[src/design/bot_pkg.sv]
// Shared types and constants for the bounce-out tween block.
package bot_pkg;

	localparam int DT_BITS      = 16;
	localparam int CFG_IDX_BITS = 3;

	localparam logic [CFG_IDX_BITS-1:0] REG_SOURCE_X = 3'd0;
	localparam logic [CFG_IDX_BITS-1:0] REG_SOURCE_Y = 3'd1;
	localparam logic [CFG_IDX_BITS-1:0] REG_TARGET_X = 3'd2;
	localparam logic [CFG_IDX_BITS-1:0] REG_TARGET_Y = 3'd3;
	localparam logic [CFG_IDX_BITS-1:0] REG_DURATION = 3'd4;

	typedef enum logic [2:0] {
		ST_IDLE,
		ST_CHECK,
		ST_DIV,
		ST_EASE,
		ST_SQUARE,
		ST_SCALE_X,
		ST_SCALE_Y,
		ST_PUT
	} ctl_state_t;

	typedef struct packed {
		logic load;
		logic div_step;
		logic ease_step;
		logic sq_step;
		logic scale_x;
		logic scale_y;
		logic out_load;
	} bot_cmd_t;

	typedef struct packed {
		logic finished;
	} bot_sts_t;

endpackage

[src/design/bot_ctrl.sv]
// Sequencing controller for the bounce-out tween.
module bot_ctrl #(
	parameter int EASE_FRAC_BITS = 16
) (
	input  logic              clk,
	input  logic              arst_n,
	input  logic              tick_valid,
	output logic              tick_ready,
	output logic              result_valid,
	input  logic              result_ready,
	input  bot_pkg::bot_sts_t sts,
	output bot_pkg::bot_cmd_t cmd
);
	import bot_pkg::*;

	localparam int CNT_W = $clog2(EASE_FRAC_BITS);

	ctl_state_t       state_q, state_d;
	logic [CNT_W-1:0] div_cnt_q, div_cnt_d;
	logic             out_valid_q;

	always_ff @(posedge clk or negedge arst_n) begin
		if (!arst_n) begin
			state_q     <= ST_IDLE;
			div_cnt_q   <= '0;
			out_valid_q <= 1'b0;
		end else begin
			state_q   <= state_d;
			div_cnt_q <= div_cnt_d;
			if (cmd.out_load) begin
				out_valid_q <= 1'b1;
			end else if (result_ready) begin
				out_valid_q <= 1'b0;
			end
		end
	end

	always_comb begin
		state_d    = state_q;
		div_cnt_d  = div_cnt_q;
		cmd        = '0;
		tick_ready = 1'b0;
		case (state_q)
			ST_IDLE: begin
				tick_ready = 1'b1;
				if (tick_valid) begin
					cmd.load = 1'b1;
					state_d  = ST_CHECK;
				end
			end
			ST_CHECK: begin
				div_cnt_d = '0;
				state_d   = sts.finished ? ST_PUT : ST_DIV;
			end
			ST_DIV: begin
				cmd.div_step = 1'b1;
				div_cnt_d    = div_cnt_q + 1'b1;
				if (div_cnt_q == CNT_W'(EASE_FRAC_BITS - 1)) begin
					state_d = ST_EASE;
				end
			end
			ST_EASE: begin
				cmd.ease_step = 1'b1;
				state_d       = ST_SQUARE;
			end
			ST_SQUARE: begin
				cmd.sq_step = 1'b1;
				state_d     = ST_SCALE_X;
			end
			ST_SCALE_X: begin
				cmd.scale_x = 1'b1;
				state_d     = ST_SCALE_Y;
			end
			ST_SCALE_Y: begin
				cmd.scale_y = 1'b1;
				state_d     = ST_PUT;
			end
			ST_PUT: begin
				if (!out_valid_q || result_ready) begin
					cmd.out_load = 1'b1;
					state_d      = ST_IDLE;
				end
			end
			default: begin
				state_d = ST_IDLE;
			end
		endcase
	end

	assign result_valid = out_valid_q;

endmodule

[src/design/bot_dp.sv]
// Datapath: config registers, elapsed time, divider, ease curve and scaling.
module bot_dp #(
	parameter int TIME_BITS      = 24,
	parameter int COORD_BITS     = 16,
	parameter int EASE_FRAC_BITS = 16,
	parameter int CFG_W          = 24
) (
	input  logic                                  clk,
	input  logic                                  arst_n,
	input  logic                                  cfg_wr_en,
	input  logic [bot_pkg::CFG_IDX_BITS-1:0]      cfg_index,
	input  logic [CFG_W-1:0]                      cfg_wdata,
	input  logic [bot_pkg::DT_BITS-1:0]           delta_time,
	input  bot_pkg::bot_cmd_t                     cmd,
	output bot_pkg::bot_sts_t                     sts,
	output logic signed [COORD_BITS:0]            offset_x,
	output logic signed [COORD_BITS:0]            offset_y,
	output logic                                  done_res
);
	import bot_pkg::*;

	localparam int TB    = TIME_BITS;
	localparam int CB    = COORD_BITS;
	localparam int F     = EASE_FRAC_BITS;
	localparam int SUM_W = ((TB > DT_BITS) ? TB : DT_BITS) + 1;
	localparam int ONE   = 1 << F;

	localparam logic [F+3:0] LIM_A = (F+4)'(4) << F;
	localparam logic [F+3:0] LIM_B = (F+4)'(8) << F;
	localparam logic [F+3:0] LIM_C = (F+4)'(10) << F;
	localparam logic [F+4:0] M_B   = (F+5)'(12) << F;
	localparam logic [F+4:0] M_C   = (F+5)'(18) << F;
	localparam logic [F+4:0] M_D   = (F+5)'(21) << F;
	localparam logic [F-1:0] K_B   = F'((ONE * 3) / 4);
	localparam logic [F-1:0] K_C   = F'((ONE * 15) / 16);
	localparam logic [F-1:0] K_D   = F'((ONE * 63) / 64);

	logic signed [CB-1:0] src_x_q, src_y_q, tgt_x_q, tgt_y_q;
	logic [TB-1:0]        dur_q;
	logic [TB-1:0]        elapsed_q;
	logic                 fin_q;

	logic [TB:0]          rem_q;
	logic [F-1:0]         quo_q;
	logic [F+2:0]         ad_q;
	logic [F-1:0]         k_q;
	logic [F-1:0]         ease_q;
	logic signed [CB:0]   scl_x_q, scl_y_q;
	logic signed [CB:0]   off_x_q, off_y_q;
	logic                 done_q;

	logic signed [CB:0]   dx, dy;
	logic [SUM_W-1:0]     sum;
	logic [TB-1:0]        elapsed_new;
	logic [TB:0]          rem_dbl;
	logic                 rem_ge;
	logic [F+3:0]         t11;
	logic [F+4:0]         t22;
	logic [F+4:0]         m_sel;
	logic [F-1:0]         k_sel;
	logic [F+4:0]         dd;
	logic [F+4:0]         dd_abs;
	logic [2*F+5:0]       sq;
	logic signed [CB:0]   mul_a;
	logic signed [F:0]    mul_b;
	logic signed [CB+F+1:0] prod;
	logic signed [CB+F+1:0] prod_adj;

	assign dx = CB'(0) + ((CB+1)'(tgt_x_q) - (CB+1)'(src_x_q));
	assign dy = CB'(0) + ((CB+1)'(tgt_y_q) - (CB+1)'(src_y_q));

	assign sum         = SUM_W'(elapsed_q) + SUM_W'(delta_time);
	assign elapsed_new = (sum > SUM_W'(dur_q)) ? dur_q : sum[TB-1:0];

	assign rem_dbl = {rem_q[TB-1:0], 1'b0};
	assign rem_ge  = rem_dbl >= {1'b0, dur_q};

	assign t11 = {1'b0, quo_q, 3'b000} + {3'b000, quo_q, 1'b0} + {4'b0000, quo_q};
	assign t22 = {t11, 1'b0};

	always_comb begin
		if (t11 < LIM_A) begin
			m_sel = '0;
			k_sel = '0;
		end else if (t11 < LIM_B) begin
			m_sel = M_B;
			k_sel = K_B;
		end else if (t11 < LIM_C) begin
			m_sel = M_C;
			k_sel = K_C;
		end else begin
			m_sel = M_D;
			k_sel = K_D;
		end
	end

	assign dd     = t22 - m_sel;
	assign dd_abs = dd[F+4] ? (~dd + 1'b1) : dd;

	assign sq = ad_q * ad_q;

	assign mul_a    = cmd.scale_y ? dy : dx;
	assign mul_b    = {1'b0, ease_q};
	assign prod     = mul_a * mul_b;
	assign prod_adj = prod + {{(CB+2){1'b0}}, {F{prod[CB+F+1]}}};

	always_ff @(posedge clk or negedge arst_n) begin
		if (!arst_n) begin
			src_x_q   <= '0;
			src_y_q   <= '0;
			tgt_x_q   <= '0;
			tgt_y_q   <= '0;
			dur_q     <= TB'(1);
			elapsed_q <= '0;
			fin_q     <= 1'b0;
		end else begin
			if (cfg_wr_en) begin
				case (cfg_index)
					REG_SOURCE_X: src_x_q <= cfg_wdata[CB-1:0];
					REG_SOURCE_Y: src_y_q <= cfg_wdata[CB-1:0];
					REG_TARGET_X: tgt_x_q <= cfg_wdata[CB-1:0];
					REG_TARGET_Y: tgt_y_q <= cfg_wdata[CB-1:0];
					REG_DURATION: dur_q   <= cfg_wdata[TB-1:0];
					default: begin
					end
				endcase
			end
			if (cmd.load) begin
				elapsed_q <= elapsed_new;
				if (elapsed_new >= dur_q) begin
					fin_q <= 1'b1;
				end
			end
		end
	end

	always_ff @(posedge clk) begin
		if (cmd.load) begin
			rem_q <= {1'b0, elapsed_new};
			quo_q <= '0;
		end
		if (cmd.div_step) begin
			rem_q <= rem_ge ? (rem_dbl - {1'b0, dur_q}) : rem_dbl;
			quo_q <= {quo_q[F-2:0], rem_ge};
		end
		if (cmd.ease_step) begin
			ad_q <= dd_abs[F+2:0];
			k_q  <= k_sel;
		end
		if (cmd.sq_step) begin
			ease_q <= sq[2*F+5:F+6] + k_q;
		end
		if (cmd.scale_x) begin
			scl_x_q <= prod_adj[CB+F:F];
		end
		if (cmd.scale_y) begin
			scl_y_q <= prod_adj[CB+F:F];
		end
		if (cmd.out_load) begin
			off_x_q <= fin_q ? dx : scl_x_q;
			off_y_q <= fin_q ? dy : scl_y_q;
			done_q  <= fin_q;
		end
	end

	assign sts.finished = fin_q;
	assign offset_x     = off_x_q;
	assign offset_y     = off_y_q;
	assign done_res     = done_q;

endmodule

[src/design/bounce_out_tween.sv]
// Top level of the bounce-out tween: controller plus datapath.
//
//   channel  | handshake                  | word
//   ---------+----------------------------+-------------------------------
//   config   | cfg_wr_en                  | cfg_index, cfg_wdata
//   tick     | tick_valid / tick_ready    | delta_time
//   result   | result_valid / result_ready| offset_x, offset_y, done_res
//
// A tick that leaves the animation running passes the restoring divider,
// which yields one bit of progress per cycle, then the ease, square and
// X and Y scaling steps; a tick once finished goes straight to output.
// Results wait in an output register; the next tick is taken meanwhile,
// and its result is held back only until the previous word is taken.
// Reset clears elapsed time and the finished flag and loads register defaults.
module bounce_out_tween #(
	parameter int TIME_BITS      = 24,
	parameter int COORD_BITS     = 16,
	parameter int EASE_FRAC_BITS = 16
) (
	input  logic                                                   clk,
	input  logic                                                   arst_n,
	input  logic                                                   cfg_wr_en,
	input  logic [bot_pkg::CFG_IDX_BITS-1:0]                       cfg_index,
	input  logic [((COORD_BITS > TIME_BITS) ? COORD_BITS : TIME_BITS)-1:0] cfg_wdata,
	input  logic                                                   tick_valid,
	output logic                                                   tick_ready,
	input  logic [bot_pkg::DT_BITS-1:0]                            delta_time,
	output logic                                                   result_valid,
	input  logic                                                   result_ready,
	output logic signed [COORD_BITS:0]                             offset_x,
	output logic signed [COORD_BITS:0]                             offset_y,
	output logic                                                   done_res
);
	import bot_pkg::*;

	localparam int CFG_W = (COORD_BITS > TIME_BITS) ? COORD_BITS : TIME_BITS;

	bot_cmd_t cmd;
	bot_sts_t sts;

	bot_ctrl #(
		.EASE_FRAC_BITS(EASE_FRAC_BITS)
	) u_ctrl (
		.clk         (clk),
		.arst_n      (arst_n),
		.tick_valid  (tick_valid),
		.tick_ready  (tick_ready),
		.result_valid(result_valid),
		.result_ready(result_ready),
		.sts         (sts),
		.cmd         (cmd)
	);

	bot_dp #(
		.TIME_BITS     (TIME_BITS),
		.COORD_BITS    (COORD_BITS),
		.EASE_FRAC_BITS(EASE_FRAC_BITS),
		.CFG_W         (CFG_W)
	) u_dp (
		.clk       (clk),
		.arst_n    (arst_n),
		.cfg_wr_en (cfg_wr_en),
		.cfg_index (cfg_index),
		.cfg_wdata (cfg_wdata),
		.delta_time(delta_time),
		.cmd       (cmd),
		.sts       (sts),
		.offset_x  (offset_x),
		.offset_y  (offset_y),
		.done_res  (done_res)
	);

	a_one_cmd: assert property (@(posedge clk) disable iff (!arst_n)
		$onehot0({cmd.load, cmd.div_step, cmd.ease_step, cmd.sq_step,
			cmd.scale_x, cmd.scale_y, cmd.out_load}))
		else $error("more than one datapath command at once");

	a_fin_sticky: assert property (@(posedge clk) disable iff (!arst_n)
		sts.finished |=> sts.finished)
		else $error("finished flag cleared without reset");

	a_done_fin: assert property (@(posedge clk) disable iff (!arst_n)
		(result_valid && done_res) |-> sts.finished)
		else $error("done word without finished state");

	a_busy_after_tick: assert property (@(posedge clk) disable iff (!arst_n)
		(tick_valid && tick_ready) |=> !tick_ready)
		else $error("tick taken while previous tick in progress");

endmodule
[config.mk]
export PLATFORM = sky130hd
export DESIGN_NAME = bounce_out_tween
export DESIGN_NICKNAME = d
export VERILOG_FILES = /design/src/design/bot_pkg.sv /design/src/design/bot_ctrl.sv /design/src/design/bot_dp.sv /design/src/design/bounce_out_tween.sv
export SDC_FILE = /design/constraint.sdc
export NUM_CORES = 2
export LEC_CHECK = 0
export CORE_MARGIN = 2
export CORE_UTILIZATION = 45
export CTS_CLUSTER_DIAMETER = 200
export DETAILED_ROUTE_END_ITERATION = 8
export DONT_BUFFER_PORTS = 1
export GPL_TIMING_DRIVEN = 0
export PLACE_DENSITY = 0.59
export SYNTH_ARGS = -nofsm -noshare
export SYNTH_HDL_FRONTEND = slang
export SYNTH_SLANG_ARGS = --single-unit
[constraint.sdc]
create_clock -name clk -period 16.24 [get_ports clk]
set_input_delay 3.248 -clock clk [delete_from_list [all_inputs] [get_ports clk]]
set_output_delay 3.248 -clock clk [all_outputs]
set_load 0.01 [all_outputs]
# == Word-level counts from Yosys, hierarchy flattened ==
# Cells that the tools add are included.
# word_totals
ff_bits,281
in_bits,48
output_inout_bits,37
# op_classes
add_sub_neg,11
mul,2
magnitude_cmp,6
n_eq_ne,15
mux,33
bitwise_logic,1
reduce_logical,15
# ops
cell,n
$mux W24,4
$mux W17,3
$mux W16,3
$mux W21,2
$lt A20 B20 Y1 const B,2
$mul A19 B19 Y38,1
$mux W19,2
$mul A17 B17 Y34,1
$sub A16 B16 Y17,2
$add A33 B16 Y33,1
$add A24 B16 Y25,1
$ge A25 B24 Y1,1
$gt A25 B24 Y1,1
$ge A24 B24 Y1,1
$pmux W3 S8,1
$sub A24 B24 Y24,1
$sub A21 B21 Y21,1
$add A19 B17 Y20,1
$add A20 B16 Y20,1
$lt A20 B19 Y1 const B,1
$add A19 B1 Y19 const B,1
$not A19 Y19,1
$add A16 B16 Y16,1
$eq A3 B3 Y1 const B,5
17 further kinds,44

# == Depth between registers and ports, before layout ==
# depth
ltp_word,10
mapped_depth,45
depth_no_buf,43

# == Hierarchy ==
# Synthesis repeated with hierarchy kept, for this count alone.
# hier_totals
hier_cells,3858
area_unflattened_um2,36937.9
# by_module_without_submodules
mod,n_inst,cells_per_inst,area_per_inst_um2,seq_area_each_um2
bot_dp,1,3803,36466.2,7213.2
bot_ctrl,1,55,471.7,200.2

# == Worst setup path before layout ==
# OpenSTA, ideal clock, no wires.
# synth_timing
path_kind,register to register
start,reg u_dp.tgt_y_q[0]
end,reg u_dp.scl_x_q[6] (data pin)
t_arrival_ps,9959
required_time_ps,15974
setup_slack_ps,6015
path_stages_with_launch,44
synth_period_minus_slack_ps,10225
path_cell_list,dfrtp_1 inv_1 ha_1 fa_1 nor2b_1 o21ai_1 a21boi_0 o21ai_0 a21boi_1 o2111ai_1 a311oi_1 o21ai_0 a31oi_1 mux2i_1 clkbuf_1 and2_1 fa_1 fa_1 [8 not listed] ha_1 a211o_1 o211ai_1 nor2b_1 nor2b_1 a211o_2 a21o_1 nand2_1 ha_1 o21ai_0 a21oi_1 nand2_1 nor3_1 nor4b_2 o21ai_2 nand4_4 or4_4 xnor2_2
# synth_via
elab_chain_len,4
# synth_lines
item,line_no,rtl
from (decl),bot_dp.sv:38,"logic signed [CB-1:0] src_x_q, src_y_q, tgt_x_q, tgt_y_q;"
from (signal assigned),bot_dp.sv:122,REG_TARGET_Y: tgt_y_q <= cfg_wdata[CB-1:0];
$sub A16 B16 Y17,bot_dp.sv:70,assign dy = CB'(0) + ((CB+1)'(tgt_y_q) - (CB+1)'(src_y_q));
$mux W17,bot_dp.sv:102,assign mul_a = cmd.scale_y ? dy : dx;
$mul A17 B17 Y34,bot_dp.sv:104,assign prod = mul_a * mul_b;
$add A33 B16 Y33,bot_dp.sv:105,"assign prod_adj = prod + {{(CB+2){1'b0}}, {F{prod[CB+F+1]}}};"
named net u_dp.prod_adj[22],bot_dp.sv:67,logic signed [CB+F+1:0] prod_adj;
to (signal assigned),bot_dp.sv:154,scl_x_q <= prod_adj[CB+F:F];
to (decl),bot_dp.sv:48,"logic signed [CB:0] scl_x_q, scl_y_q;"
# The timed path passes the listed nets, and every way through them passes these cells.
# A chain may end at the register's enable or synchronous reset.

# == Worst setup path in the final report ==
# layout_timing
start,reg u_dp.tgt_y_q[0]
end,reg u_dp.scl_y_q[11] (data pin)
# layout_via
elab_chain_len,4
# layout_lines
item,line_no,rtl
$sub A16 B16 Y17,bot_dp.sv:70,
$mux W17,bot_dp.sv:102,
$mul A17 B17 Y34,bot_dp.sv:104,
$add A33 B16 Y33,bot_dp.sv:105,
named net u_dp.prod_adj[27],bot_dp.sv:67,
to (signal assigned),bot_dp.sv:157,scl_y_q <= prod_adj[CB+F:F];
to (decl),bot_dp.sv:48,
# The timed path passes the listed nets, and every way through them passes these cells.

==> results by group <==
Placed design
  – GPL Wtd Cong: 0.8681
  – Hpwl dp: 72.48 mm
  – Placement Cell Area: 37690 um2
  – Count of buffers from port buffering: 0

Global route
  – Vias in the first global route: 26160
  – Antenna violations before repair: 2
  – Global-route wire length before repair: 142.6 mm
  – Largest net degree at the start of global routing: 122
  – GRT Total Usage: 21.92%
  – Gr ovfl total: 0

Clock tree
  – CTS tree: built
  – Hold-fix buffers, CTS: 0
  – Clk slew on worst S/H paths: about 0.070 ns
  – Setup Buffers After CTS: 0
  – CTS max path bufs: 3
  – Clock Sink Count: 267
  – Worst skew pair latency: ~0.60 ns
  – CTS H-tree lvls: 1
  – CTS buffer count: 31
  – CTS root buf: clkbuf_16
  – CTS resizes: 0

Floorplanning
  – Core area: 80160 um2
  – Starting Density: 45.28%
  – Row count: 104
  – Die Height: around 290 um
  – Full die area: 82940 um2
  – Die X: 288.0 um
  – Ports: 85

Synth
  – Post-synth top cells: inv_1, fa_1, nand2_1, ha_1, and2_1
  – Async SR Flop Fraction: 45.32%
  – Synth unique cells: 88
  – Syn Nets: 4677
  – Post-Syn Area: 36290 um2
  – Synth top area cells: fa_1, ha_1, edfxtp_1, dfrtp_1, inv_1
  – Synth top area share: 28.13%
  – Cell taking the most area after synthesis: fa_1
  – EDFF count, synth: 146
  – Synth Register Bits: 267
  – Sequential fraction of the synthesis area: 20.43%
  – Main synth FF type: edfxtp_1
  – Ys Warns: 0
  – Mapped Cells: between 3000 and 4000
  – Synth Area per Inst: 9.678 um2
  – Top-count cell post-synth: inv_1

Critical path
  – Critical Path Fanout Max: 10
  – Setup crit end kind: flop
  – CP Class: flop to flop
  – CP most frequent cell: fa_1
  – Slowest-stage cell, CP: fa_1
  – Crit path required time: 16.56 ns
  – Worst setup SP type: flop
  – Crit path DAT: 12.46 ns
  – Crit-path max cell delay: 0.74 ns

Detailed routing
  – Iter 0 DRT Violations: 1266
  – First drt pass iteration count: 5
  – Vias/cell: 5.143
  – Drt wl/cell: approximately 18 um
  – Routed WL: 87.42 mm
  – Post-route DRC: 0
  – Total number of vias: 25040
  – Antenna violation net count after detailed routing: 0

STA
  – RSZ-0062 raised after global routing: false
  – Final critical-path share of the clock period: roughly three quarters
  – Max Fclk: 82.36 MHz
  – Worst Hold Slack: around 0.49 ns
  – Max Slew Vio Count: 0
  – Slew @ Worst Pin: between 1 and 1.5 ns
  – Setup TNS Final: 0 ns
  – Slew headroom: 6.999%
  – Final Critical Period: 12.14 ns
  – Hold Fails Final Rpt: 0
  – Setup-failing EPs final: 0
  – Skew final: 0.01742 ns

Layout
  – Nets: 4713
  – Storage element area: 7413 um2
  – Finished layout cell area: 38700 um2
  – Multi-input gate area: approximately 26000 um2
  – Ratio of cells with drive above 1 in the final layout: between 4 and 5%
  – Fillcell total: 7760
  – Layout area overhead: 6.643%

Status
  – Status: finished clean

Hold path
  – HP Class: flop to flop

Flow run
  – Number of max-cap violations: 0
## worst paths after layout
path / startpoint / end / slack [ns] / depth (start not counted)
worst max-delay path: u_dp.tgt_y_q[0] / u_dp.scl_y_q[11] / 4.10 / 43
worst min-delay path: u_dp.elapsed_q[8] / u_dp.elapsed_q[8] / 0.49 / 2
worst max register to register: u_dp.tgt_y_q[0] / u_dp.scl_y_q[11] / 4.10 / 43
worst min register to register: u_dp.elapsed_q[8] / u_dp.elapsed_q[8] / 0.49 / 2
max in group asynchronous: arst_n / u_dp.src_y_q[4] / 13.68 / 0
min in group asynchronous: arst_n / u_dp.elapsed_q[19] / 2.34 / 0
## logic make-up after synthesis
group,after synthesis,share of synthesized area [%]
AND/OR/NAND/NOR,918,12.57
AO/OA/AOI/OAI,484,8.495
multiplexers,139,4.040
XOR/XNOR,175,4.244
adder cells (fa/ha/maj),884,40.99
flip-flops,267,20.43
buffers and inverters,883,9.239
## critical path, delay by kind of cell, from the launching register on
kind,cells,cell delay [ns]
flops,1,0.37
mux,1,0.62
compound gates,15,3.27
xor+xnor,3,1.07
simple gates,8,1.24
buf+inv,7,1.28
fa+ha+maj,9,3.99
## cells in the final DEF (no fill, tap or decap), types with 59 or more instances in the layout
| master | Yosys | layout |
|---|---|---|
| inv_1 | 778 | 778 |
| fa_1 | 510 | 510 |
| nand2_1 | 401 | 400 |
| ha_1 | 369 | 369 |
| and2_1 | 232 | 232 |
| edfxtp_1 | 146 | 146 |
| o21ai_0 | 133 | 133 |
| dfrtp_1 | 120 | 120 |
| a21oi_1 | 112 | 112 |
| xnor2_1 | 103 | 103 |
| clkbuf_1 | 83 | 92 |
| nor2_1 | 91 | 90 |
| mux2i_1 | 79 | 79 |
| xor2_1 | 71 | 71 |
| mux2_2 | 60 | 60 |
| a21o_1 | 59 | 59 |
## metrics by stage
step | std cells | setup WS (ns) | util [%]
4_1_cts | 4869 | 3.968 | 48.28
3_3_place_gp | 4810 | 4.085 | 46.93
3_5_place_dp | 4813 | 4.045 | 47.02
2_1_floorplan | 3750 | 6.015 | -
6_report | 4870 | 4.098 | 48.29
5_1_grt | 4869 | 2.871 | 48.28
## cell type report
class                   count  share of cell area [%]
well taps                1060                   3.427
plain buffers             104                   1.112
clock buffers              42                   2.163
clock inverters            14                  0.4558
repair buffers              3                  0.1422
diodes                      1                0.006465
inverters                 779                   7.555
flip-flops and latches    267                   19.15
multi-input cells        2600                   65.99
## registers in the layout, indices dropped and copies added, names as in the netlist, 17 cells and up
register and count:
u_dp.ad_q 18, u_dp.rem_q 24, u_dp.offset_y 17, u_dp.dur_q 24, u_dp.scl_y_q 17, u_dp.elapsed_q 24, u_dp.scl_x_q 17, u_dp.offset_x 17
## layer usage
metal | global-route usage (%) | vias to the layer above | wire length (um)
met1 | 29.83 | 12410 | 39290
met2 | 36.88 | 491 | 41740
met5 | 0 | - | 26
li1 | - | 12010 | -
met4 | 5.518 | 4 | 2251
met3 | 3.059 | 126 | 4111
Power is left out: the tool's default activity adds up to more than one toggle a clock period on the data nets, which glitch-free logic cannot reach.
